File: src/rtl/eflf_pkg.sv
package eflf_pkg;

    // datapath operations, one per controller step
    typedef enum logic [4:0] {
        OP_IDLE,
        OP_SHIFT0,
        OP_CHECK,
        OP_ZERO_FLUX,
        OP_DIV_START,
        OP_DIV_WAIT,
        OP_MUL_T1,
        OP_MUL_RUU,
        OP_STEP_E,
        OP_MUL_P,
        OP_STEP_F,
        OP_MUL_F2,
        OP_COPY_FLUX,
        OP_SHIFT1,
        OP_UPD_SD,
        OP_UPD_MUL,
        OP_UPD_FIN,
        OP_EMIT,
        OP_SHIFT
    } dp_op_t;

    // source of an emitted item
    typedef enum logic [1:0] {
        SRC_CU,
        SRC_WNEW,
        SRC_NU
    } src_t;

    localparam int CFG_INDEX_BITS = 2;
    localparam logic [CFG_INDEX_BITS-1:0] CFG_DT_OVER_DX    = 2'd0;
    localparam logic [CFG_INDEX_BITS-1:0] CFG_GAMMA_MINUS_1 = 2'd1;
    localparam logic [CFG_INDEX_BITS-1:0] CFG_DENSITY_FLOOR = 2'd2;

    localparam int GAMMA_RESET = 26214;
    localparam int FLOOR_RESET = 1;

    localparam logic [1:0] COMP_LAST = 2'd2;

    typedef struct packed {
        dp_op_t     op;
        logic [1:0] comp;
        src_t       src;
        logic       end_flag;
        logic       err_flag;
        logic       load;
    } cmd_t;

    typedef struct packed {
        logic bad;
        logic div_done;
        logic out_free;
    } status_t;

endpackage

File: src/rtl/eflf_ctrl.sv
module eflf_ctrl
    import eflf_pkg::*;
(
    input  logic    clk,
    input  logic    rst_n,
    input  logic    in_valid,
    input  logic    last_node,
    input  status_t status,
    output logic    in_stall,
    output cmd_t    cmd
);

    typedef enum logic [4:0] {
        S_IDLE,
        S_SHIFT0,
        S_CHECK,
        S_ZERO,
        S_DIV_START,
        S_DIV_WAIT,
        S_T1,
        S_RUU,
        S_E,
        S_P,
        S_F,
        S_F2,
        S_COPY,
        S_SHIFT1,
        S_U_SD,
        S_U_MUL,
        S_U_FIN,
        S_EMIT_A,
        S_EMIT_B,
        S_FIN
    } state_t;

    localparam logic [1:0] NS_EMPTY  = 2'd0;
    localparam logic [1:0] NS_FIRST  = 2'd1;
    localparam logic [1:0] NS_SECOND = 2'd2;
    localparam logic [1:0] NS_BEYOND = 2'd3;

    state_t     state_reg;
    logic [1:0] ns_reg;
    logic       last_reg;
    logic       err_reg;
    logic [1:0] comp_reg;

    always_ff @(posedge clk or negedge rst_n)
    begin
        if (!rst_n)
        begin
            state_reg <= S_IDLE;
            ns_reg    <= NS_EMPTY;
            last_reg  <= 1'b0;
            err_reg   <= 1'b0;
            comp_reg  <= '0;
        end
        else
        begin
            unique case (state_reg)
                S_IDLE:
                begin
                    if (in_valid)
                    begin
                        last_reg <= last_node;
                        priority if (ns_reg == NS_EMPTY)
                            state_reg <= last_node ? S_EMIT_A : S_SHIFT0;
                        else if (ns_reg == NS_FIRST)
                            state_reg <= last_node ? S_EMIT_A : S_CHECK;
                        else
                            state_reg <= last_node ? S_COPY : S_CHECK;
                    end
                end
                S_SHIFT0:
                begin
                    ns_reg    <= NS_FIRST;
                    state_reg <= S_IDLE;
                end
                S_CHECK:     state_reg <= status.bad ? S_ZERO : S_DIV_START;
                S_ZERO:
                begin
                    err_reg   <= 1'b1;
                    comp_reg  <= '0;
                    state_reg <= (ns_reg == NS_FIRST) ? S_SHIFT1 : S_U_SD;
                end
                S_DIV_START: state_reg <= S_DIV_WAIT;
                S_DIV_WAIT:
                begin
                    if (status.div_done)
                        state_reg <= S_T1;
                end
                S_T1:        state_reg <= S_RUU;
                S_RUU:       state_reg <= S_E;
                S_E:         state_reg <= S_P;
                S_P:         state_reg <= S_F;
                S_F:         state_reg <= S_F2;
                S_F2:
                begin
                    comp_reg  <= '0;
                    state_reg <= (ns_reg == NS_FIRST) ? S_SHIFT1 : S_U_SD;
                end
                S_COPY:
                begin
                    comp_reg  <= '0;
                    state_reg <= S_U_SD;
                end
                S_SHIFT1:
                begin
                    ns_reg    <= NS_SECOND;
                    state_reg <= S_IDLE;
                end
                S_U_SD:      state_reg <= S_U_MUL;
                S_U_MUL:     state_reg <= S_U_FIN;
                S_U_FIN:
                begin
                    if (comp_reg == COMP_LAST)
                        state_reg <= S_EMIT_A;
                    else
                    begin
                        comp_reg  <= comp_reg + 1'b1;
                        state_reg <= S_U_SD;
                    end
                end
                S_EMIT_A:
                begin
                    if (status.out_free)
                    begin
                        priority if (ns_reg == NS_EMPTY)
                            state_reg <= S_FIN;
                        else if (ns_reg == NS_FIRST || ns_reg == NS_SECOND || last_reg)
                            state_reg <= S_EMIT_B;
                        else
                            state_reg <= S_FIN;
                    end
                end
                S_EMIT_B:
                begin
                    if (status.out_free)
                        state_reg <= S_FIN;
                end
                S_FIN:
                begin
                    if (last_reg)
                    begin
                        ns_reg  <= NS_EMPTY;
                        err_reg <= 1'b0;
                    end
                    else
                        ns_reg <= NS_BEYOND;
                    state_reg <= S_IDLE;
                end
                default:     state_reg <= S_IDLE;
            endcase
        end
    end

    assign in_stall = (state_reg != S_IDLE);

    always_comb
    begin
        cmd.op       = OP_IDLE;
        cmd.comp     = comp_reg;
        cmd.src      = SRC_NU;
        cmd.end_flag = 1'b0;
        cmd.err_flag = err_reg;
        cmd.load     = (state_reg == S_IDLE) && in_valid;
        unique case (state_reg)
            S_SHIFT0:    cmd.op = OP_SHIFT0;
            S_CHECK:     cmd.op = OP_CHECK;
            S_ZERO:      cmd.op = OP_ZERO_FLUX;
            S_DIV_START: cmd.op = OP_DIV_START;
            S_DIV_WAIT:  cmd.op = OP_DIV_WAIT;
            S_T1:        cmd.op = OP_MUL_T1;
            S_RUU:       cmd.op = OP_MUL_RUU;
            S_E:         cmd.op = OP_STEP_E;
            S_P:         cmd.op = OP_MUL_P;
            S_F:         cmd.op = OP_STEP_F;
            S_F2:        cmd.op = OP_MUL_F2;
            S_COPY:      cmd.op = OP_COPY_FLUX;
            S_SHIFT1:    cmd.op = OP_SHIFT1;
            S_U_SD:      cmd.op = OP_UPD_SD;
            S_U_MUL:     cmd.op = OP_UPD_MUL;
            S_U_FIN:     cmd.op = OP_UPD_FIN;
            S_EMIT_A:
            begin
                cmd.op = OP_EMIT;
                if (ns_reg == NS_EMPTY)
                    cmd.src = SRC_CU;
                else if (ns_reg == NS_FIRST)
                    cmd.src = SRC_WNEW;
                else
                    cmd.src = SRC_NU;
                cmd.end_flag = (ns_reg == NS_EMPTY);
            end
            S_EMIT_B:
            begin
                cmd.op       = OP_EMIT;
                cmd.src      = (ns_reg == NS_FIRST) ? SRC_CU : SRC_NU;
                cmd.end_flag = last_reg;
            end
            S_FIN:       cmd.op = last_reg ? OP_IDLE : OP_SHIFT;
            default:     cmd.op = OP_IDLE;
        endcase
    end

endmodule

File: config.mk
export PLATFORM = sky130hd
export DESIGN_NAME = eflf_ctrl
export DESIGN_NICKNAME = d
export VERILOG_FILES = /design/src/rtl/eflf_pkg.sv /design/src/rtl/eflf_ctrl.sv
export SDC_FILE = /design/constraint.sdc
export NUM_CORES = 1
export LEC_CHECK = 0
export BUFFER_PORTS_ARGS = -buffer_cell sky130_fd_sc_hd__buf_2
export CORE_UTILIZATION = 56
export CTS_CLUSTER_DIAMETER = 30
export CTS_CLUSTER_SIZE = 30
export DETAILED_ROUTE_END_ITERATION = 10
export PLACE_DENSITY_LB_ADDON = 0.1
export SLEW_MARGIN = 5
export SYNTH_ARGS = -nofsm -noshare
export SYNTH_HDL_FRONTEND = slang
export SYNTH_SLANG_ARGS = --single-unit
File: constraint.sdc
create_clock -name clk -period 4.4 [get_ports clk]
set_input_delay 0.22 -clock clk [delete_from_list [all_inputs] [get_ports clk]]
set_output_delay 0.22 -clock clk [all_outputs]
set_load 0.005 [all_outputs]
Word level (Yosys, flattened, before mapping)
Index checks and enable logic that the tools add are counted.
{"block": "word_totals", "regBits": 11, "inputBits": 7, "out_inout_bits": 13, "wordCells": 77}
{"block": "classes", "n_addsub": 1, "eq_ne": 28, "mux": 27, "reduce_logical": 16}
{"op": "case mux 5 bit (18 select lines)", "count": 1}
{"op": "case mux 5 bit (16 select lines)", "count": 1}
{"op": "two-way mux 5 bit", "count": 10}
{"op": "equality test 5 x 4 -> 1 bit (second input constant)", "count": 8}
{"op": "equality test 5 x 3 -> 1 bit (second input constant)", "count": 4}
{"op": "equality test 5 bit (second input constant)", "count": 4}
{"op": "two-way mux 2 bit", "count": 6}
{"op": "!= test 2 bit (second input constant)", "count": 6}
{"op": "equality test 5 x 2 -> 1 bit (second input constant)", "count": 2}
{"op": "case mux 2 bit (3 select lines)", "count": 1}
{"op": "case mux 3 bit (2 select lines)", "count": 1}
{"op": "AND reduction 2 bit", "count": 3}
{"op": "equality test 5 x 1 -> 1 bit (second input constant)", "count": 1}
{"op": "zero test 5 bit", "count": 1}
{"op": "nonzero test 5 bit", "count": 1}
{"op": "equality test 2 bit (second input constant)", "count": 2}
{"op": "two-way mux 4 bit", "count": 1}
{"op": "case mux 2 bit (2 select lines)", "count": 1}
{"op": "AND reduction 4 bit", "count": 1}
{"op": "nonzero test 2 bit", "count": 2}
{"op": "OR reduction 2 bit", "count": 2}
{"op": "two-way mux 1 bit", "count": 3}
{"op": "two-way mux 3 bit", "count": 1}
{"op": "nonzero test 3 bit", "count": 1}
{"op": "7 further kinds", "count": 8}

Longest topological paths before layout
Gate-level depths: netlist (run 1).
{"block": "logic_depth", "ltp_word": 7, "mapped_depth": 7, "mapped_depth_nobuf": 7}

Worst setup path before layout (run 1)
Ideal clock, no wire load.
{"block": "synth_path", "path_kind": "register to register", "start": "register state_reg[2]", "end": "register state_reg[4]", "setup_time_ns": 0.086, "arrival_time_ns": 1.493, "required_ns": 4.314, "path_slack_ns": 2.821, "path_stages_with_launch": 7, "n_path_buf": 2, "synth_period_minus_slack_ns": 1.579, "path_cell_list": "dfrtp_1 -> buf_6 -> or2_1 -> buf_2 -> o21ai_1 -> or3b_4 -> o221ai_2"}
{"block": "synth_via", "elab_chain_cells": 3, "elab_cells_between_ends": 24, "cone_classes": "eq/ne: 20; mux: 1; reduce/logical: 3"}
{"item": "start, declared", "line_no": "eflf_ctrl.sv:41", "text": "state_t state_reg;"}
{"item": "start signal, assigned", "line_no": "eflf_ctrl.sv:66", "text": "state_reg <= last_node ? S_EMIT_A : S_SHIFT0;"}
{"item": "start signal, assigned", "line_no": "eflf_ctrl.sv:68", "text": "state_reg <= last_node ? S_EMIT_A : S_CHECK;"}
{"item": "start signal, assigned", "line_no": "eflf_ctrl.sv:70", "text": "state_reg <= last_node ? S_COPY : S_CHECK;"}
{"item": "equality test 5 x 4 -> 1 bit, or another cell as far along", "line_no": "eflf_ctrl.sv:59", "text": "unique case (state_reg)"}
{"item": "OR reduction 2 bit (no line) / != test 2 bit (equally long branches)"}
{"item": "case mux 5 bit (16 select lines) / AND reduction 4 bit (equally long branches)"}
Parallel ways exist; a longest one is shown, timed or not.
A chain may end at the register's enable or synchronous reset.

==> metrics.csv, run 1 <==
stage,metric,value,unit
min_path,holdPathStages,2,
sta,hold_viol,0,
worst_setup_path,r2r_slack,2.42,ns
sta,fin_setup_tns,0,ns
worst_setup_path,critical_path_required,4.18,ns
detailed_routing,vias,1090,
sta,holdWs,0.231,ns
global_route,grt_pass1_vias,1001,
clock_network,post_cts_resize_count,0,
yosys,yosys_warnings,0,
cells_and_area,drive_gt1_frac,0.196,
worst_setup_path,critical_path.max_fanout,16,
global_route,antenna_found_initial,0,
cells_and_area,largest_reg_flops,5,
floorplanning,chipWidth,44.3,um
cells_and_area,seq_area,275,um2
sta,fmax,469,MHz
cells_and_area,fin_cells,167,
place,io_buffer_count,19,
floorplanning,floorplan.rows,14,
clock_network,clock_path_buffers,2,
pwr,ir_drop,0.352,mV
clock_network,cts_setup_buffers,0,
sta,period_needed,2.13,ns
global_route,grt.overflow.total,0,
detailed_routing,drc,0,
floorplanning,coreArea,0.00159,mm2
min_path,min_path_type,primary input to register,
cells_and_area,multi_input_comb_area,638,um2
clock_network,cts_tree,built,
clock_network,ctsRootBufferMaster,clkbuf_4,
cells_and_area,syn2layout_area_growth,10.4,%
pwr,power_density,672,mW/mm2
detailed_routing,ant_nets,0,
cells_and_area,final_common_cell,buf_2,
pwr,p_leak,0.484,nW
clock_network,path_clk_slew,0.08,ns
cells_and_area,nets,154,
worst_setup_path,critPathKind,register to output port,
place,hpwlAfterDp,1.83,mm
worst_setup_path,crit_arrival,1.91,ns
yosys,synthCells,130,
clock_network,cts.htree.levels,1,
global_route,grt_pass1_wl,4.34,mm
sta,layout_setup_ws,2.27,ns
floorplanning,die_h,44.3,um
outcome,status,completed,
detailed_routing,dr.first_iter.drc_count,72,
yosys,yosysSeqAreaShare,0.275,
clock_network,clkLatencyLatePin,0.28,ns
detailed_routing,dr.pass1.iters,4,
yosys,ys_types,43,
worst_setup_path,rr_startpoint,state_reg[1],
worst_setup_path,start_kind,register,
cells_and_area,fill_cells,138,
sta,setup_viol,0,
sta,fin_worst_skew,0.00753,ns
detailed_routing,wire_per_inst,15.5,um
floorplanning,ios,20,
clock_network,cts_made_buffers,3,
place,pre_cts_slack,2.51,ns
floorplanning,dieArea,0.00196,mm2
global_route,grt_max_degree,23,
job,cap_viol_max_count,0,
sta,tightest_slew,0.666,ns
global_route,grtUsageTotal,0.294,
min_path,hold_end,last_reg,
yosys,syn_area,0.00100,mm2
worst_setup_path,r2r_end,state_reg[0],
worst_setup_path,end_kind,output port,
clock_network,cts_hold_buffers,1,
min_path,min_from,last_node,
cells_and_area,antenna_cells,0,
sta,grt_setup_unrepaired,false,
detailed_routing,wl,2.59,mm
yosys,postSynthAreaPerCell,7.70,um2
yosys,syn-num-nets,140,
worst_setup_path,r2r_cells,5,
cells_and_area,mostFrequentLayoutCells,"buf_2, nor2_1, o21ai_0, dfrtp_1, a21oi_1",
detailed_routing,vias_per_cell,6.53,
yosys,synth_seq_cells,11,
sta,fin_crit_sh,0.485,
clock_network,cts_sinks,11,
sta,maxSlewViolCount,0,
place,gp_congestion,0.941,
floorplanning,initial_core_util,0.628,
sta,max_slew_margin,0.556,
place,placedCellCount,162,
-- through the flow --
| stage | total power [mW] | instance area (um2) | util |
|---|---|---|---|
| floorplan | 0.546 | 1000 | - |
| global placement | 0.651 | 1070 | 0.670 |
| detailed placement | 0.653 | 1070 | 0.670 |
| CTS | 0.728 | 1100 | 0.693 |
| global route | 0.801 | 1100 | 0.693 |
| finish | 0.742 | 1100 | 0.693 |
-- critical path: stages, from the launching register on --
cell     delay [ns]
dfrtp_1        0.66
inv_1          0.27
nor2_1         0.33
nand2_1        0.09
o21ai_0        0.08
nand2_1        0.07
buf_2          0.14
-- layout make-up --
class	count	area share
Multi-Input combinational cell	100	0.578
Sequential cell	11	0.249
Timing Repair Buffer	20	0.0951
Inverter	8	0.0272
Tap cell	24	0.0272
Clock buffer	4	0.0238
-- Yosys cell counts (all sizes together) --
library cell | count | area share
or3b | 2 | 0.020
a22o | 1 | 0.0088
o32ai | 1 | 0.0088
nor2 | 14 | 0.052
ha | 3 | 0.038
a22oi | 3 | 0.022
o2bb2ai | 2 | 0.018
a32o | 3 | 0.030
o31a | 1 | 0.0088
and3 | 3 | 0.019
nor4 | 2 | 0.012
o32a | 1 | 0.010
o31ai | 1 | 0.0075
o221ai | 1 | 0.015
clkbuf | 5 | 0.019
buf | 6 | 0.039
a21oi | 9 | 0.045
nand2 | 8 | 0.030
a211oi | 1 | 0.0075
nor3 | 2 | 0.010
nand4 | 1 | 0.0063
and2 | 2 | 0.012
maj3 | 1 | 0.010
nor2b | 4 | 0.025
nor3b | 1 | 0.012
dfrtp | 11 | 0.27
or2 | 1 | 0.0063
nand4b | 1 | 0.0088
or3 | 1 | 0.0063
a221oi | 1 | 0.0088
o21ai | 13 | 0.065
o2111a | 1 | 0.011
inv | 8 | 0.030
nand3b | 1 | 0.0075
nand3 | 8 | 0.040
o21a | 2 | 0.015
o311ai | 1 | 0.0088
a2111oi | 1 | 0.0088
mux2 | 2 | 0.022
-- kinds of logic (layout without fill, tap and decap cells) --
logic type      after synthesis  count (layout)  share of synthesized area
fa+ha+maj                     4               4                     0.0475
simple gates                 51              51                      0.269
buf+inv                      19              32                     0.0875
compound gates               43              43                      0.299
flops                        11              11                      0.275
mux                           2               2                     0.0225
-- how the worst max path moves through the flow --
stage | endpoint | slack (ns) | startpoint
after floorplan | state_reg[4] | 2.82 | state_reg[2]
after global placement | state_reg[1] | 2.51 | state_reg[0]
after detailed placement | state_reg[0] | 2.51 | state_reg[0]
after CTS | cmd[4] | 2.31 | state_reg[1]
after global routing | cmd[4] | 2.13 | state_reg[1]
final | cmd[4] | 2.27 | state_reg[1]
-- routing by layer --
layer	GRT usage	share of wire
met1	0.406	0.43
met5	0	0
met3	0.0571	0.093
met2	0.462	0.45
met4	0.0970	0.026
-- where the power goes --
group          internal (mW)  total (mW)  switching (mW)
Clock                 0.0352      0.0745          0.0393
Sequential             0.143       0.237          0.0948
Combinational          0.194       0.430           0.237
No activity file was read; power rests on OpenSTA's default activity.
==> run 2, diff against run 1 <==
--- a/config.mk
+++ b/config.mk
@@ -6,7 +6,7 @@
 export NUM_CORES = 1
 export LEC_CHECK = 0
 export BUFFER_PORTS_ARGS = -buffer_cell sky130_fd_sc_hd__buf_2
-export CORE_UTILIZATION = 56
+export CORE_UTILIZATION = 54
 export CTS_CLUSTER_DIAMETER = 30
 export CTS_CLUSTER_SIZE = 30
 export DETAILED_ROUTE_END_ITERATION = 10
==> constraint.sdc (replaced) <==
create_clock -name clk -period 2.18 [get_ports clk]
set_input_delay 0.109 -clock clk [delete_from_list [all_inputs] [get_ports clk]]
set_output_delay 0.109 -clock clk [all_outputs]
set_load 0.005 [all_outputs]
==> run 2 against run 1 <==
Cell count rose by 2.4%. Utilization fell by 3.9 points. Non-clock buffer count rose by 3. Register-to-register slack got worse by 2.2 ns. Hold slack got worse by 0.11 ns. Critical path depth fell by 1. Die area rose by 3.6%. Sequential power rose by 96%. First-iteration DRC count rose by 2.8%. Flip-flop and latch count did not move. Clock skew barely moved. Setup slack got worse by 2.1 ns. Critical path type unchanged. Largest power group unchanged.
==> metrics.csv, run 2 (synthesis gave the netlist of run 1 again) <==
stage,metric,value,unit,change
cells_and_area,finalInstanceArea,0.00113,mm2,+2.2%
place,place_area,0.00109,mm2,+2.2%
global_route,grt.overflow.total,0,,unchanged
sta,fin_crit_sh,0.922,,
pwr,ir_drop,0.706,mV,+100%
sta,tightest_slew,0.507,ns,-0.160 ns
place,io_buffer_count,19,,unchanged
floorplanning,initial_core_util,0.580,,-0.0482
sta,fin_setup_tns,0,ns,unchanged
detailed_routing,vias,1074,,-1.5%
sta,grt_setup_unrepaired,false,,
clock_network,clkLatencyLatePin,0.28,ns,about the same
worst_setup_path,end_kind,output port,,
place,hpwlAfterDp,1.88,mm,+2.7%
pwr,power,1.52,mW,+100%
floorplanning,coreArea,0.00173,mm2,+8.3%
global_route,grt.busiest_layer,met1,,
floorplanning,floorplan.rows,15,,+1
detailed_routing,vias_per_cell,6.28,,-3.8%
pwr,power_density,1350,mW/mm2,+100%
place,gp_congestion,0.949,,+0.92%
global_route,met1_usage,0.440,,+0.0339
worst_setup_path,critical_path.max_fanout,16,,unchanged
outcome,status,completed,,
pwr,p_sw_frac,0.496,,-0.00349
pwr,p_seq_frac,0.305,,-0.015
sta,fin_worst_skew,0.00705,ns,-0.000477 ns
sta,setup_viol,0,,unchanged
clock_network,ctsRootBufferMaster,clkbuf_4,,
cells_and_area,final_common_cell,buf_2,,
cells_and_area,mostFrequentLayoutCells,"buf_2, nor2_1, o21ai_0, dfrtp_1, a21oi_1",,
detailed_routing,dr.first_iter.drc_count,74,,+2.8%
sta,maxSlewViolCount,0,,unchanged
global_route,use_met2,0.414,,-0.0473
global_route,grtUsageTotal,0.285,,-0.00896
global_route,grt_pass1_vias,864,,-14%
global_route,met3_usage,0.0240,,-0.0331
cells_and_area,final_core_util,0.654,,-0.0395
worst_setup_path,critPathKind,register to output port,,
global_route,antenna_found_initial,0,,unchanged
cells_and_area,syn2layout_area_growth,12.7,%,
sta,fmax,497,MHz,
clock_network,post_cts_resize_count,0,,unchanged
cells_and_area,fill_cells,155,,+12%
min_path,min_path_type,primary input to register,,
cells_and_area,drive_gt1_frac,0.212,,+0.0165
global_route,grt_max_degree,19,,-17%
clock_network,cts_sinks,11,,unchanged
cells_and_area,nets,157,,+1.9%
detailed_routing,wire_per_inst,15.6,um,+0.61%
clock_network,path_clk_slew,0.08,ns,about the same
detailed_routing,drc,0,,unchanged
clock_network,clock_path_buffers,2,,unchanged
job,cap_viol_max_count,0,,unchanged
clock_network,cts_made_buffers,3,,unchanged
sta,holdWs,0.116,ns,-0.115 ns
sta,period_needed,2.01,ns,
sta,hold_viol,0,,unchanged
pwr,p_clk_frac,0.100,,about the same
clock_network,cts.htree.levels,1,,unchanged
detailed_routing,dr.pass1.iters,5,,+1
pwr,internal-power,767,uW,+110%
cells_and_area,antenna_cells,0,,unchanged
detailed_routing,ant_nets,0,,unchanged
detailed_routing,wl,2.67,mm,+3.0%
pwr,switchingPower,755,uW,+100%
pwr,p_leak,0.500,nW,+3.3%
global_route,grt_pass1_wl,4.15,mm,-4.5%
floorplanning,ios,20,,unchanged
floorplanning,die_h,45.1,um,+1.8%
pwr,combPwrFrac,0.595,,+0.015
worst_setup_path,crit_arrival,1.90,ns,about the same
floorplanning,dieArea,0.00203,mm2,+3.6%
cells_and_area,largest_reg_flops,5,,unchanged
worst_setup_path,critical_path_required,2.07,ns,-2.11 ns
worst_setup_path,start_kind,register,,
floorplanning,chipWidth,45.1,um,+1.8%
sta,max_slew_margin,0.653,,+0.0977
clock_network,cts_tree,built,,
[run 2: repair_timing]
item / in CTS / in global routing
hold endpoints to repair: 11 / 0
hold buffers: 1 / 0
setup buffers: 0 / 0
[run 2: stage by stage]
| stage | cells | setup WS, ns |
|---|---|---|
| after global routing | 171 | 0.0460 |
| after detailed placement | 166 | 0.316 |
| after floorplan | 130 | 0.601 |
| after CTS | 171 | 0.220 |
| final | 171 | 0.169 |
| after global placement | 166 | 0.198 |
[run 2: final cells by class]
| type | count | area [um2] | share of cell area |
|---|---|---|---|
| Sequential cell | 11 | 275 | 0.244 |
| Multi-Input combinational cell | 100 | 638 | 0.565 |
| Inverter | 8 | 30.0 | 0.0266 |
| Tap cell | 25 | 31.3 | 0.0277 |
| Timing Repair Buffer | 23 | 128 | 0.113 |
| Clock buffer | 4 | 26.3 | 0.0233 |
[run 2: final timing paths]
kind,cells past startpoint,slack [ns],startpoint,to
worst max register to register,5,0.25,state_reg[2],state_reg[0]
worst min-delay path,2,0.12,last_node,last_reg
min in group asynchronous,2,0.23,rst_n,state_reg[4]
max in group asynchronous,2,1.73,rst_n,ns_reg[1]
worst max-delay path,5,0.17,state_reg[0],cmd[2]
worst min register to register,2,0.52,err_reg,err_reg
[run 2: routing by layer]
metal	vias to the layer above	part of all wire
met3	5	0.083
met5	-	0
met4	0	0.014
li1	512	-
met2	59	0.44
met1	498	0.46
[run 2: power groups by stage]
| stage | Combinational, mW | Clock (mW) | Sequential (mW) |
|---|---|---|---|
| 2_1_floorplan | 0.766 | 0 | 0.336 |
| 3_3_place_gp | 0.894 | 0 | 0.453 |
| 3_5_place_dp | 0.887 | 0 | 0.461 |
| 4_1_cts | 0.894 | 0.151 | 0.457 |
| 5_1_grt | 1.01 | 0.155 | 0.482 |
| 6_report | 0.905 | 0.152 | 0.464 |
[run 2: worst max-delay path, stage by stage, from the launching register on]
cell and delay, ns:
dfrtp_1 0.67, buf_4 0.24, nor2b_1 0.35, a22oi_1 0.15, nor2_1 0.10, buf_2 0.11
